**src/design/afts_pkg.sv**
```systemverilog
// Package for the sorted address frequency table.
// Holds sizes, item structs, cell entry and command types, and opcodes.
// No dependencies.
package afts_pkg;

  localparam int TableDepth = 64;
  localparam int AddrW      = 31;
  localparam int CountW     = 32;
  localparam int TotalW     = 7;

  localparam logic OP_RECORD = 1'b0;
  localparam logic OP_DUMP   = 1'b1;

  typedef struct packed {
    logic             op;
    logic [AddrW-1:0] address;
  } in_item_t;

  typedef struct packed {
    logic [CountW-1:0] hit_count;
    logic [AddrW-1:0]  entry_address;
    logic [TotalW-1:0] distinct_total;
    logic              overflowed;
    logic              last;
  } out_item_t;

  typedef struct packed {
    logic              valid;
    logic [AddrW-1:0]  address;
    logic [CountW-1:0] count;
  } entry_t;

  // Broadcast to every cell of the chain in each cycle.
  typedef struct packed {
    logic             record;
    logic             hit;
    logic             insert;
    logic             rotate;
    logic [AddrW-1:0] address;
    entry_t           head;
  } cell_cmd_t;

  typedef enum logic [1:0] {
    ST_IDLE = 2'b01,
    ST_DUMP = 2'b10
  } state_e;

endpackage

```
**src/design/afts_cell.sv**
```systemverilog
// One cell of the sorted table chain: holds one entry, compares it with
// the broadcast address and shifts in from either neighbour. Uses afts_pkg.
module afts_cell (
  input  logic                clk_i,
  input  logic                rst_ni,
  input  afts_pkg::cell_cmd_t cmd_i,
  input  afts_pkg::entry_t    left_i,
  input  logic                left_ge_i,
  input  afts_pkg::entry_t    right_i,
  output afts_pkg::entry_t    entry_o,
  output logic                ge_o,
  output logic                eq_o
);

  logic                         valid_q, valid_d;
  logic [afts_pkg::AddrW-1:0]   addr_q, addr_d;
  logic [afts_pkg::CountW-1:0]  count_q, count_d;

  always_comb begin
    ge_o = !(valid_q && (addr_q < cmd_i.address));
    eq_o = valid_q && (addr_q == cmd_i.address);
  end

  always_comb begin
    valid_d = valid_q;
    addr_d  = addr_q;
    count_d = count_q;
    if (cmd_i.record) begin
      if (cmd_i.hit) begin
        if (eq_o && (count_q != {afts_pkg::CountW{1'b1}})) begin
          count_d = count_q + afts_pkg::CountW'(1);
        end
      end else if (cmd_i.insert && ge_o) begin
        if (left_ge_i) begin
          // make room: take the lower neighbour's entry
          valid_d = left_i.valid;
          addr_d  = left_i.address;
          count_d = left_i.count;
        end else begin
          valid_d = 1'b1;
          addr_d  = cmd_i.address;
          count_d = afts_pkg::CountW'(1);
        end
      end
    end else if (cmd_i.rotate && valid_q) begin
      // advance toward the head; the tail takes the head entry back
      if (right_i.valid) begin
        addr_d  = right_i.address;
        count_d = right_i.count;
      end else begin
        addr_d  = cmd_i.head.address;
        count_d = cmd_i.head.count;
      end
    end
  end

  always_ff @(posedge clk_i or negedge rst_ni) begin
    if (!rst_ni) begin
      valid_q <= 1'b0;
    end else begin
      valid_q <= valid_d;
    end
  end

  always_ff @(posedge clk_i) begin
    addr_q  <= addr_d;
    count_q <= count_d;
  end

  assign entry_o = '{valid: valid_q, address: addr_q, count: count_q};

endmodule
```
**config.mk**
```make
export PLATFORM = sky130hd
export DESIGN_NAME = afts_cell
export DESIGN_NICKNAME = d
export VERILOG_FILES = /design/src/design/afts_pkg.sv /design/src/design/afts_cell.sv
export SDC_FILE = /design/constraint.sdc
export NUM_CORES = 1
export LEC_CHECK = 0
export BUFFER_PORTS_ARGS = -buffer_cell sky130_fd_sc_hd__buf_2
export CAP_MARGIN = 20
export CORE_AREA = 2 2 114 116
export CTS_CLUSTER_DIAMETER = 60
export DETAILED_ROUTE_END_ITERATION = 7
export DIE_AREA = 0 0 116 118
export GPL_TIMING_DRIVEN = 0
export PLACE_DENSITY = 0.77
export SYNTH_ARGS = -nofsm -noshare
export SYNTH_HDL_FRONTEND = slang
export SYNTH_SLANG_ARGS = --single-unit
export TNS_END_PERCENT = 30
```
**constraint.sdc**
```tcl
create_clock -name clk_i -period 4.67 [get_ports clk_i]
set_input_delay 0.467 -clock clk_i [delete_from_list [all_inputs] [get_ports clk_i]]
set_output_delay 0.467 -clock clk_i [all_outputs]
set_load 0.02 [all_outputs]
```
# [Word-level counts from Yosys, hierarchy flattened]
# Cells that the tools add are included.
[totals] reg_bits=64 output_inout_bits=66
[classes] addsub=1 order_cmp=1 eq_ne=6 n_mux=14 bitwise_logic=1 n_reduce_logical=10
[op_table] operator="32-bit two-way mux" count=7
[op_table] operator="31-bit two-way mux" count=6
[op_table] operator="32-bit by 1-bit adder with 32-bit output (second input constant)" count=1
[op_table] operator="32-bit != test (second input constant)" count=1
[op_table] operator="31-bit == test" count=1
[op_table] operator="31-bit < comparator" count=1
[op_table] operator="3-bit AND reduction" count=3
[op_table] operator="3-bit by 2-bit != test with 1-bit output (second input constant)" count=2
[op_table] operator="1-bit logical AND" count=5
[op_table] operator="2-bit by 1-bit != test with 1-bit output (second input constant)" count=1
[op_table] operator="2-bit != test (second input constant)" count=1
[op_table] operator="2-bit nonzero test" count=1
[op_table] operator="1-bit zero test" count=1
[op_table] operator="1-bit two-way mux" count=1
[op_table] operator="1-bit NOT" count=1

# [Depth between registers and ports, before layout]
# Gate-level depths: netlist of the first run.
[depth] word_depth=7 ltp_mapped=8 mapped_depth_nobuf=8

# [Worst setup path before layout of the first run]
# OpenSTA, ideal clock, no wires.
[synth_timing] kind="flip-flop to flip-flop" from="register addr_q[21] in the netlist's numbering" to="register count_q[0] in the netlist's numbering (enable)" setup_time_ns=0.441 arrival_time_ns=3.427 required_ns=4.229 path_slack_ns=0.802 path_stages_with_launch=8 path_buffers=0 synth_period_minus_slack_ns=3.868 cell_sequence="edfxtp_1 ha_1 nand4_1 nor3_1 inv_1 o211ai_1 a31oi_1 a31oi_1"
[synth_via] elab_chain_cells=6
[synth_rtl] element="start, declared" line_no="afts_cell.sv:16" rtl="logic [afts_pkg::AddrW-1:0] addr_q, addr_d;"
[synth_rtl] element="start signal, assigned" line_no="afts_cell.sv:66" rtl="addr_q <= addr_d;"
[synth_rtl] element="31-bit < comparator" line_no="afts_cell.sv:20" rtl="ge_o = !(valid_q && (addr_q < cmd_i.address));"
[synth_rtl] element="1-bit logical AND" line_no="afts_cell.sv:20"
[synth_rtl] element="1-bit zero test" line_no="afts_cell.sv:20"
[synth_rtl] element="1-bit logical AND" line_no="afts_cell.sv:33" rtl="end else if (cmd_i.insert && ge_o) begin"
[synth_rtl] element="3-bit by 2-bit != test with 1-bit output (no line)"
[synth_rtl] element="3-bit AND reduction (no line) (*)"
[synth_rtl] element="end signal, assigned" line_no="afts_cell.sv:67" rtl="count_q <= count_d;"
[synth_rtl] element="end, declared" line_no="afts_cell.sv:17" rtl="logic [afts_pkg::CountW-1:0] count_q, count_d;"
# Mark *: on every way between the ends. The rest lies on a longest branch, timed or not.
# A chain may end at the register's enable or synchronous reset.

# [Final worst setup path of the first run]
[layout_timing] from="register addr_q[18] in the netlist's numbering" to="register count_q[31] in the netlist's numbering (enable)"
# The elaborated chain is that of the path after synthesis.

==> run summary, run 1 <==
Final Power = 1.86 mW
Via count = 5551
# fillers = 1229
Core Footprint = 0.0124 mm2
CP Launch Point = addr_q[18]
P_leak = 3.26 nW
Final Max Slew Viols = 0
Fmax = 327 MHz
DIE AREA = 0.0137 mm2
Unique masters post-synth = 36
Avg WL per Cell = 17.4 um
Crit path cell chain = ha_1, a21oi_1, o21ai_0, a221oi_1, o211ai_1, a31oi_1, a31oi_4, buf_16
Final period utilization = 0.654
Max VDD drop = 171 uV
DP Cell Count = 1024
Worst slew margin = 0.421
Total number of yosys warnings = 0
RSZ-0062 raised after global routing = no
CTS Buf Count = 9
Gp weighted congestion = 0.867
EDFF count, synth = 63
Met1 Use GR = 0.297
Critical-path maximum fanout = 22
WS Path Type = reg -> reg
Multi-input gate area = 0.00303 mm2
Vias in the first global route = 5401
Synth Area in Adders = 0.0769
Setup TNS = 0 ns
Post-Syn Area per Cell = 9.31 um2
CTS max path bufs = 2
RR Startpoint = addr_q[18]
Flops & latches, synth = 64
Final setup vio count = 0
Max stage delay on crit path = 0.58 ns
Tot GR Track Use = 0.256
Post-synthesis mux area share = 0.0943
Rows = 41
Post-Route Skew = 0.00663 ns
P per Cell Area = 258 mW/mm2
Die W = 116 um
Worst Setup Start Kind = flip-flop
Post-synthesis xor/xnor area fraction = 0.0505
IO buf count = 291
Synth Area in Simple Gates = 0.161
DIE HEIGHT = 118 um
Crit path buf inv count = 1
Tmin final = 3.05 ns
Ys flop type = edfxtp_1
Synth top area share = 0.364
Initial cell density of the core = 0.419
Worst-path clk slew = 0.05 ns
Clock sinks = 64
Routed wire length = 18.2 mm
Crit-path leading delay family = compound AO/OA/AOI/OAI gates
Critical Path AT = 3.13 ns
Req. time, crit path = 4.74 ns
Detailed placement HPWL = 14.5 mm
Status = complete, no violations
Area post-placement = 0.00696 mm2
Met2 Track Usage GR = 0.464
DRC viols = 0
Post-Layout Cell Count = 1044
GRT Residual Overflow = 0
Synthesized area = 0.00520 mm2
Synth top area cells = edfxtp_1 (36%), mux2i_1 (9.4%), ha_1 (7.7%), a211oi_1 (6.8%), nor2b_1 (6.0%)
IO Pins = 296
First-pass GRT wire length = 27.1 mm
Final ANT Viol Nets = 0
Area Overhead vs Synth = 38.9%
Drt via density = 5.32
Antenna violations before repair = 6
Final Worst Setup Slack = 1.62 ns
Most Used Layer, Global Route = met2
Syn_nets = 821
Share of cells above drive strength 1 = 0.361
Detailed Routing Iterations Pass 1 = 5
Hold Path Class = in -> reg
Root Driver = clkbuf_16
Critical Path Sink Type = flip-flop
FF+latch area = 0.00192 mm2
Worst hold slack = 0.411 ns
Synthesized instance count = 559
Worst-margin pin slew = 0.869 ns
Final Instance Area = 0.00723 mm2
Detailed router's first-iteration violation count = 291
Critical hold path startpoint = left_i[63]
GR Util met3 = 0.0427
Largest family of logic cells by synthesized area = compound AO/OA/AOI/OAI gates
Pre-CTS WS = 1.40 ns
H-tree depth reported by CTS = 3
Post-synthesis sequential area ratio = 0.368
Synth async-reset ratio = 0.0156
Nets@finish = 1126
Largest area contributor in the netlist = edfxtp_1
CTS tree = built
CP max-delay cell = a31oi_1
Utilization after layout = 0.582
Largest net degree at the start of global routing = 23
Worst skew pair latency = 0.33 ns
Maxcap violations = 0
Post-synthesis compound-gate area fraction = 0.194
Final hold viol count = 0
[final timing paths]
path,end,slack [ns],depth (start not counted)
hold reg to reg,valid_q,0.64,1
hold / removal,valid_q,0.41,3
max in group asynchronous,valid_q,4.10,2
min in group asynchronous,valid_q,0.48,2
setup / recovery,count_q[31],1.62,8
setup reg to reg,count_q[31],1.62,8
[power by group]
group | switching (mW) | internal, mW | total [mW]
Clock | 0.246 | 0.351 | 0.598
Combinational | 0.293 | 0.229 | 0.522
Sequential | 0.0437 | 0.700 | 0.744
Total | 0.583 | 1.28 | 1.86
[worst reg2reg max path, delay by kind of cell (launching register included)]
kind	cells	cell delay, ns
DFF	1	0.39
AOI/OAI and AO/OA	6	1.81
adders and majority gates	1	0.31
buffers and inverters	1	0.29
[synthesized netlist by cell type, types with 6 or more instances]
master,count
a211oi_1,47
a21oi_1,61
a22oi_1,16
buf_1,6
clkbuf_1,29
edfxtp_1,63
ha_1,32
inv_1,36
mux2i_1,49
nand2_1,41
nand3_1,13
nand4_1,11
nor2_1,17
nor2b_1,50
nor3_1,6
o21ai_0,9
o221ai_1,14
xnor2_1,13
xor2_1,17
[timing repair]
action / CTS / global route
buffers inserted: 0 / 0
endpoints found under the hold margin: 1 / 0
gates resized for setup: 0 / 0
setup endpoints to repair: 0 / 0
hold buffers: 1 / 0
[cells in the final DEF, fill, tap and decap left out, drive strengths merged, types with 32 or more instances in the layout]
cell	instances
inv	36
a21oi	61
ha	32
nand2	41
mux2i	49
edfxtp	63
buf	301
nor2b	50
a211oi	47
clkbuf	41
[sequential cells by signal, indices dropped and copies added, names as in the netlist]
name	count
count_q	32
addr_q	31
valid_q	1
[layer usage]
| metal | wire, um | part of all wire | vias to the layer above |
|---|---|---|---|
| met1 | 7270 | 0.40 | 2576 |
| met3 | 1260 | 0.069 | 30 |
| met5 | 16 | 0.00088 | - |
| met2 | 9240 | 0.51 | 240 |
| li1 | - | - | 2703 |
| met4 | 423 | 0.023 | 2 |
[layout make-up]
cell class | count | share of cell area
Sequential cell | 64 | 0.265
Clock buffer | 12 | 0.0327
Buffer | 37 | 0.0208
Inverter | 36 | 0.0187
Clock inverter | 2 | 0.00121
Timing Repair Buffer | 294 | 0.211
Tap cell | 172 | 0.0298
Antenna cell | 5 | 0.00173
Multi-Input combinational cell | 422 | 0.419
[cells by family (layout without fill, tap and decap cells)]
logic type,count (synthesis),in the layout
adders and majority gates,32,32
buffers and inverters,73,381
and+or+nand+nor,156,156
other,0,5
muxes,49,49
AOI/OAI and AO/OA,155,155
xor gates and xnor gates,30,30
DFF,64,64
No activity file was read; power rests on OpenSTA's default activity.
==> run 2, diff against run 1 <==
==> constraint.sdc (replaced) <==
create_clock -name clk_i -period 3.1 [get_ports clk_i]
set_input_delay 0.31 -clock clk_i [delete_from_list [all_inputs] [get_ports clk_i]]
set_output_delay 0.31 -clock clk_i [all_outputs]
set_load 0.02 [all_outputs]
==> run 2 against run 1 <==
  * Hold slack worse by 0.16 ns
  * First-iteration DRC count fell by 3.4%
  * Fmax increased by 7.6%
  * Register-to-register slack lost 1.4 ns
  * Clock-buffer cell count shrank 1
  * Global-route usage fell by 0.17 points
  * Critical endpoint is now addr_q[29]
  * Highest routed layer is now met4
==> run summary, run 2 (synthesis results as in run 1) <==
Root Driver = clkbuf_16
Largest net degree at the start of global routing = 22
Fmax = 352 MHz
Clock sinks = 64
Area Overhead vs Synth = 40.8%
Via count = 5513
Critical-path maximum fanout = 21
Antenna violations before repair = 4
Crit-path leading delay family = simple AND/OR/NAND/NOR gates
Tmin final = 2.84 ns
CTS tree = built
Detailed Routing Iterations Pass 1 = 4
Req. time, crit path = 3.13 ns
CTS Buf Count = 9
Rows = 41
Final hold viol count = 0
Worst hold slack = 0.254 ns
CP Launch Point = addr_q[21]
Crit path buf inv count = 2
Post-Layout Cell Count = 1047
Worst Setup Start Kind = flip-flop
Avg WL per Cell = 17.1 um
Max stage delay on crit path = 0.49 ns
Status = complete, no violations
Pre-CTS WS = 0.0157 ns
Share of cells above drive strength 1 = 0.367
Routed wire length = 17.9 mm
First-pass GRT wire length = 27.0 mm
P per Cell Area = 409 mW/mm2
Nets@finish = 1128
GRT Residual Overflow = 0
CTS max path bufs = 2
Max reg flops = 32
Vias in the first global route = 5459
Core Footprint = 0.0124 mm2
Initial cell density of the core = 0.419
Gp weighted congestion = 0.868
Worst slew margin = 0.456
Detailed router's first-iteration violation count = 281
DRC viols = 0
Critical hold path startpoint = left_i[63]
DIE HEIGHT = 118 um
IO Pins = 296
Crit path cell chain = ha_1, nand4_1, nor3_1, inv_1, o211ai_1, a31oi_2, mux2i_4, buf_16
Hold Path Class = in -> reg
Leading cell type in the layout, fill and taps excluded = buf_2
Final ANT Viol Nets = 0
Regs by FF count = count_q (32), addr_q (31), valid_q (1)
Tot GR Track Use = 0.255
WS Path Type = reg -> reg
CP max-delay cell = mux2i_4
Highest-count cells in the layout ignoring fill and taps = buf_2 (291), edfxtp_1 (63), a21oi_1 (61)
Detailed placement HPWL = 14.5 mm
Critical Path Sink Type = flip-flop
# fillers = 1192
Largest register by flop count = count_q
Worst-path clk slew = 0.06 ns
Final Max Slew Viols = 0
RR Startpoint = addr_q[21]
P_leak = 3.31 nW
Drt via density = 5.27
Final setup vio count = 0
Final Worst Setup Slack = 0.263 ns
Post-Route Skew = 0.00946 ns
H-tree depth reported by CTS = 3
RSZ-0062 raised after global routing = no
DIE AREA = 0.0137 mm2
IO buf count = 291
DP Cell Count = 1024
Worst-margin pin slew = 0.816 ns
Max VDD drop = 285 uV
Worst skew pair latency = 0.32 ns
Die W = 116 um
Critical Path AT = 2.86 ns
Maxcap violations = 0
Final period utilization = 0.915
## run 2: layout make-up
class / count / area, um2 / share of cell area
clock buffer: 11 / 233 / 0.0318
inverter: 36 / 135 / 0.0184
sequential: 64 / 1920 / 0.262
antenna: 4 / 10.0 / 0.00137
tap: 172 / 215 / 0.0294
clock inverter: 5 / 81.3 / 0.0111
timing repair buffer: 296 / 1550 / 0.211
multi-input combinational: 422 / 3040 / 0.414
buffer: 37 / 150 / 0.0205
## run 2: what timing repair did
item / in CTS / in global routing
gates resized for setup: 0 / 1
setup buffers: 0 / 2
endpoints found under the hold margin: 1 / 0
hold buffers: 1 / 0
endpoints found under the setup margin: 0 / 53
## run 2: tightest hold or removal path, stage by stage
cell       delay [ns]
buf_2            0.07
nor2_1           0.04
o2bb2ai_1        0.12
## run 2: worst paths after layout
check                      slack, ns    endpoint  depth (start not counted)
max                             0.26  addr_q[29]                          8
min                             0.25     valid_q                          3
max reg2reg                     0.26  addr_q[29]                          8
min reg2reg                     0.64     valid_q                          1
max in group asynchronous       2.68     valid_q                          2
min in group asynchronous       0.34     valid_q                          2
## run 2: per-layer routing
layer  wire length [um]  track usage  share of wire
met5                  0            0              0
met4                498       0.0975          0.028
met3               1350       0.0510          0.076
met2               9070        0.462           0.51
met1               6990        0.289           0.39
## run 2: per-stage QoR
step                      setup TNS [ns]  utilization  instance area [um2]  power [mW]
after floorplan                    -2.60            -                 5210        1.57
final                                  0        0.590                 7330        3.00
after CTS                              0        0.587                 7280        3.01
after global placement            -46.55        0.555                 6890        1.89
after global routing                   0        0.590                 7330        3.15
after detailed placement               0        0.560                 6960        1.92
## run 2: where the power goes
group | switching, mW | internal [mW] | total [mW]
Clock | 0.382 | 0.705 | 1.09
Combinational | 0.443 | 0.351 | 0.794
Sequential | 0.0645 | 1.05 | 1.12
Total | 0.889 | 2.11 | 3.00
==> run 3, diff against run 2 <==
--- a/config.mk
+++ b/config.mk
@@ -5,14 +5,15 @@
 export SDC_FILE = /design/constraint.sdc
 export NUM_CORES = 1
 export LEC_CHECK = 0
+export ABC_AREA = 1
 export BUFFER_PORTS_ARGS = -buffer_cell sky130_fd_sc_hd__buf_2
 export CAP_MARGIN = 20
-export CORE_AREA = 2 2 114 116
+export CORE_AREA = 2 2 116 118
 export CTS_CLUSTER_DIAMETER = 60
 export DETAILED_ROUTE_END_ITERATION = 7
-export DIE_AREA = 0 0 116 118
-export GPL_TIMING_DRIVEN = 0
-export PLACE_DENSITY = 0.77
+export DIE_AREA = 0 0 118 120
+export GPL_TIMING_DRIVEN = 1
+export PLACE_DENSITY = 0.78
 export SYNTH_ARGS = -nofsm -noshare
 export SYNTH_HDL_FRONTEND = slang
 export SYNTH_SLANG_ARGS = --single-unit
==> run 3 against run 2 <==
  * Clock skew is 0.0029 ns lower
  * Sequential share of layout area shrank 0.71 points
  * Largest cell class unchanged
  * Utilization fell by 0.99 points
  * Flip-flop and latch count unchanged
  * Area after synthesis increased by 8.6%
  * Hold slack improved by 0.017 ns
  * Combinational power rose by 12%
  * Global-route usage grew 1.6 points
  * Design area increased by 2.8%
==> run summary, run 3 <==
Max reg flops = 32
Crit path cell chain = ha_1, nand2_1, nor2_1, nand3_1, nor3_1, nand2_1, nand2_1, nand2_1, nand2_1, buf_4
RSZ-0062 raised after global routing = no
Routed wire length = 19.6 mm
Detailed placement HPWL = 15.1 mm
Syn_nets = 1101
Avg WL per Cell = 15.1 um
Fmax = 412 MHz
Critical hold path startpoint = left_i[53]
Final hold viol count = 0
Largest area contributor in the netlist = edfxtp_1
RR Startpoint = addr_q[30]
CP Launch Point = addr_q[30]
Rows = 42
Tmin final = 2.43 ns
# fillers = 1251
Final setup vio count = 0
Post-synthesis mux area share = 0
Gp weighted congestion = 0.968
Most common cell type on the critical path = nand2_1
GRT Residual Overflow = 0
Max stage delay on crit path = 0.43 ns
CTS Buf Count = 9
IO buf count = 294
Die W = 118 um
Synth top area cells = edfxtp_1 (33%), nand2_1 (16%), o21ai_0 (9.9%), a21oi_1 (7.6%), nor2_1 (7.3%)
Ys flop type = edfxtp_1
Post-synthesis xor/xnor area fraction = 0.0139
P per Cell Area = 398 mW/mm2
Max VDD drop = 217 uV
Detailed Routing Iterations Pass 1 = 8
IO Pins = 296
Most Used Layer, Global Route = met2
Synth async-reset ratio = 0.0156
Drt via density = 5.12
Area Overhead vs Synth = 33.3%
H-tree depth reported by CTS = 3
Synth top area share = 0.335
Worst Setup Start Kind = flip-flop
Critical-path maximum fanout = 32
DIE AREA = 0.0142 mm2
Largest register by flop count = count_q
DRC viols = 0
DIE HEIGHT = 120 um
Worst slew margin = 0.336
GR Util met3 = 0.0475
Critical Path Sink Type = flip-flop
Clock sinks = 64
Antenna violations before repair = 0
Total number of yosys warnings = 0
CP max-delay cell = edfxtp_1
Met1 Use GR = 0.357
Nets@finish = 1377
Final Max Slew Viols = 0
Largest net degree at the start of global routing = 64
ANT cells = 0
First-pass GRT wire length = 30.2 mm
Final period utilization = 0.783
Via count = 6641
CTS tree = built
Synth Area in Simple Gates = 0.294
Req. time, crit path = 3.08 ns
P_leak = 3.75 nW
Worst-margin pin slew = 0.995 ns
Maxcap violations = 0
Highest-count cells in the layout ignoring fill and taps = buf_2 (294), nand2_1 (238), o21ai_0 (112)
Leading cell type in the layout, fill and taps excluded = buf_2
Synthesized instance count = 839
CTS max path bufs = 2
Crit-path leading delay family = simple AND/OR/NAND/NOR gates
Post-Route Skew = 0.00657 ns
Flops & latches, synth = 64
Worst-path clk slew = 0.05 ns
EDFF count, synth = 63
WS Path Type = reg -> reg
Detailed router's first-iteration violation count = 466
Initial cell density of the core = 0.435
Share of cells above drive strength 1 = 0.304
Tot GR Track Use = 0.270
Regs by FF count = count_q (32), addr_q (31), valid_q (1)
Core Footprint = 0.0130 mm2
Root Driver = clkbuf_16
Status = complete, no violations
Met2 Track Usage GR = 0.441
Synthesized area = 0.00565 mm2
Largest family of logic cells by synthesized area = simple AND/OR/NAND/NOR gates
Worst hold slack = 0.270 ns
Unique masters post-synth = 34
Post-CTS sizing = 0
Post-Syn Area per Cell = 6.74 um2
Post-synthesis compound-gate area fraction = 0.203
Critical Path AT = 2.41 ns
Top-count cell post-synth = nand2_1
Top cells by count, synth = nand2_1 (238), o21ai_0 (112), nor2_1 (110), a21oi_1 (86), inv_1 (71)
Worst skew pair latency = 0.33 ns
Crit path buf inv count = 1
Vias in the first global route = 6135
Hold Path Class = in -> reg
Synth Area in Adders = 0.0708
Final ANT Viol Nets = 0
Post-synthesis sequential area ratio = 0.339
Setup TNS = 0 ns
==> run 3: metal layers <==
metal	wire, um	part of all wire
met1	8570	0.44
met2	9000	0.46
met3	1570	0.080
met4	473	0.024
met5	0	0
==> run 3: what timing repair did <==
| item | 4_1_cts | 5_1_grt |
|---|---|---|
| hold endpoints to repair | 1 | 0 |
| hold buffers | 1 | 0 |
| buffers inserted | 0 | 0 |
==> run 3: worst register-to-register path, cell delays in order, from the launching register on <==
cell      delay (ns)
edfxtp_1        0.43
ha_1            0.34
nand2_1         0.09
nor2_1          0.16
nand3_1         0.12
nor3_1          0.16
nand2_1         0.07
nand2_1         0.12
nand2_1         0.11
nand2_1         0.08
buf_4           0.40
==> run 3: area by class of cell <==
class                      count  area, um2  area share
clock inverter                 1       5.00    0.000665
clock buffer                  15        268      0.0356
sequential                    64       1920       0.255
tap                          176        220      0.0292
inverter                      75        282      0.0374
multi-input combinational    661       3290       0.437
timing repair buffer         304       1550       0.206
==> run 3: report_power, final <==
group          internal [mW]  leakage, nW  switching, mW
sequential              1.07        0.598         0.0803
clock                  0.585        0.134          0.371
combinational          0.337         3.02          0.549
total                   2.00         3.75           1.00
==> run 3: kinds of logic after synthesis <==
family / Yosys count
simple gates: 402
compound gates: 218
buf+inv: 114
flops: 64
fa+ha+maj: 32
xor+xnor: 9
==> run 3: stage by stage <==
step	std cells	area [um2]	utilization	setup WS, ns	total power [mW]
floorplan	839	5650	-	0.380	1.68
global placement	1279	7250	0.558	0.728	2.03
detailed placement	1279	7250	0.558	0.683	2.05
CTS	1296	7530	0.580	0.677	3.00
global route	1296	7530	0.580	0.475	3.15
finish	1296	7530	0.580	0.672	3.00
==> run 3: path summary, 6_finish.rpt <==
| kind | endpoint | slack, ns | depth (start not counted) |
|---|---|---|---|
| max in group asynchronous | valid_q | 2.74 | 2 |
| worst max register to register | count_q[0] | 0.67 | 10 |
| worst max-delay path | count_q[0] | 0.67 | 10 |
| worst min-delay path | addr_q[21] | 0.27 | 3 |
| min in group asynchronous | valid_q | 0.28 | 2 |
| worst min register to register | valid_q | 0.57 | 2 |
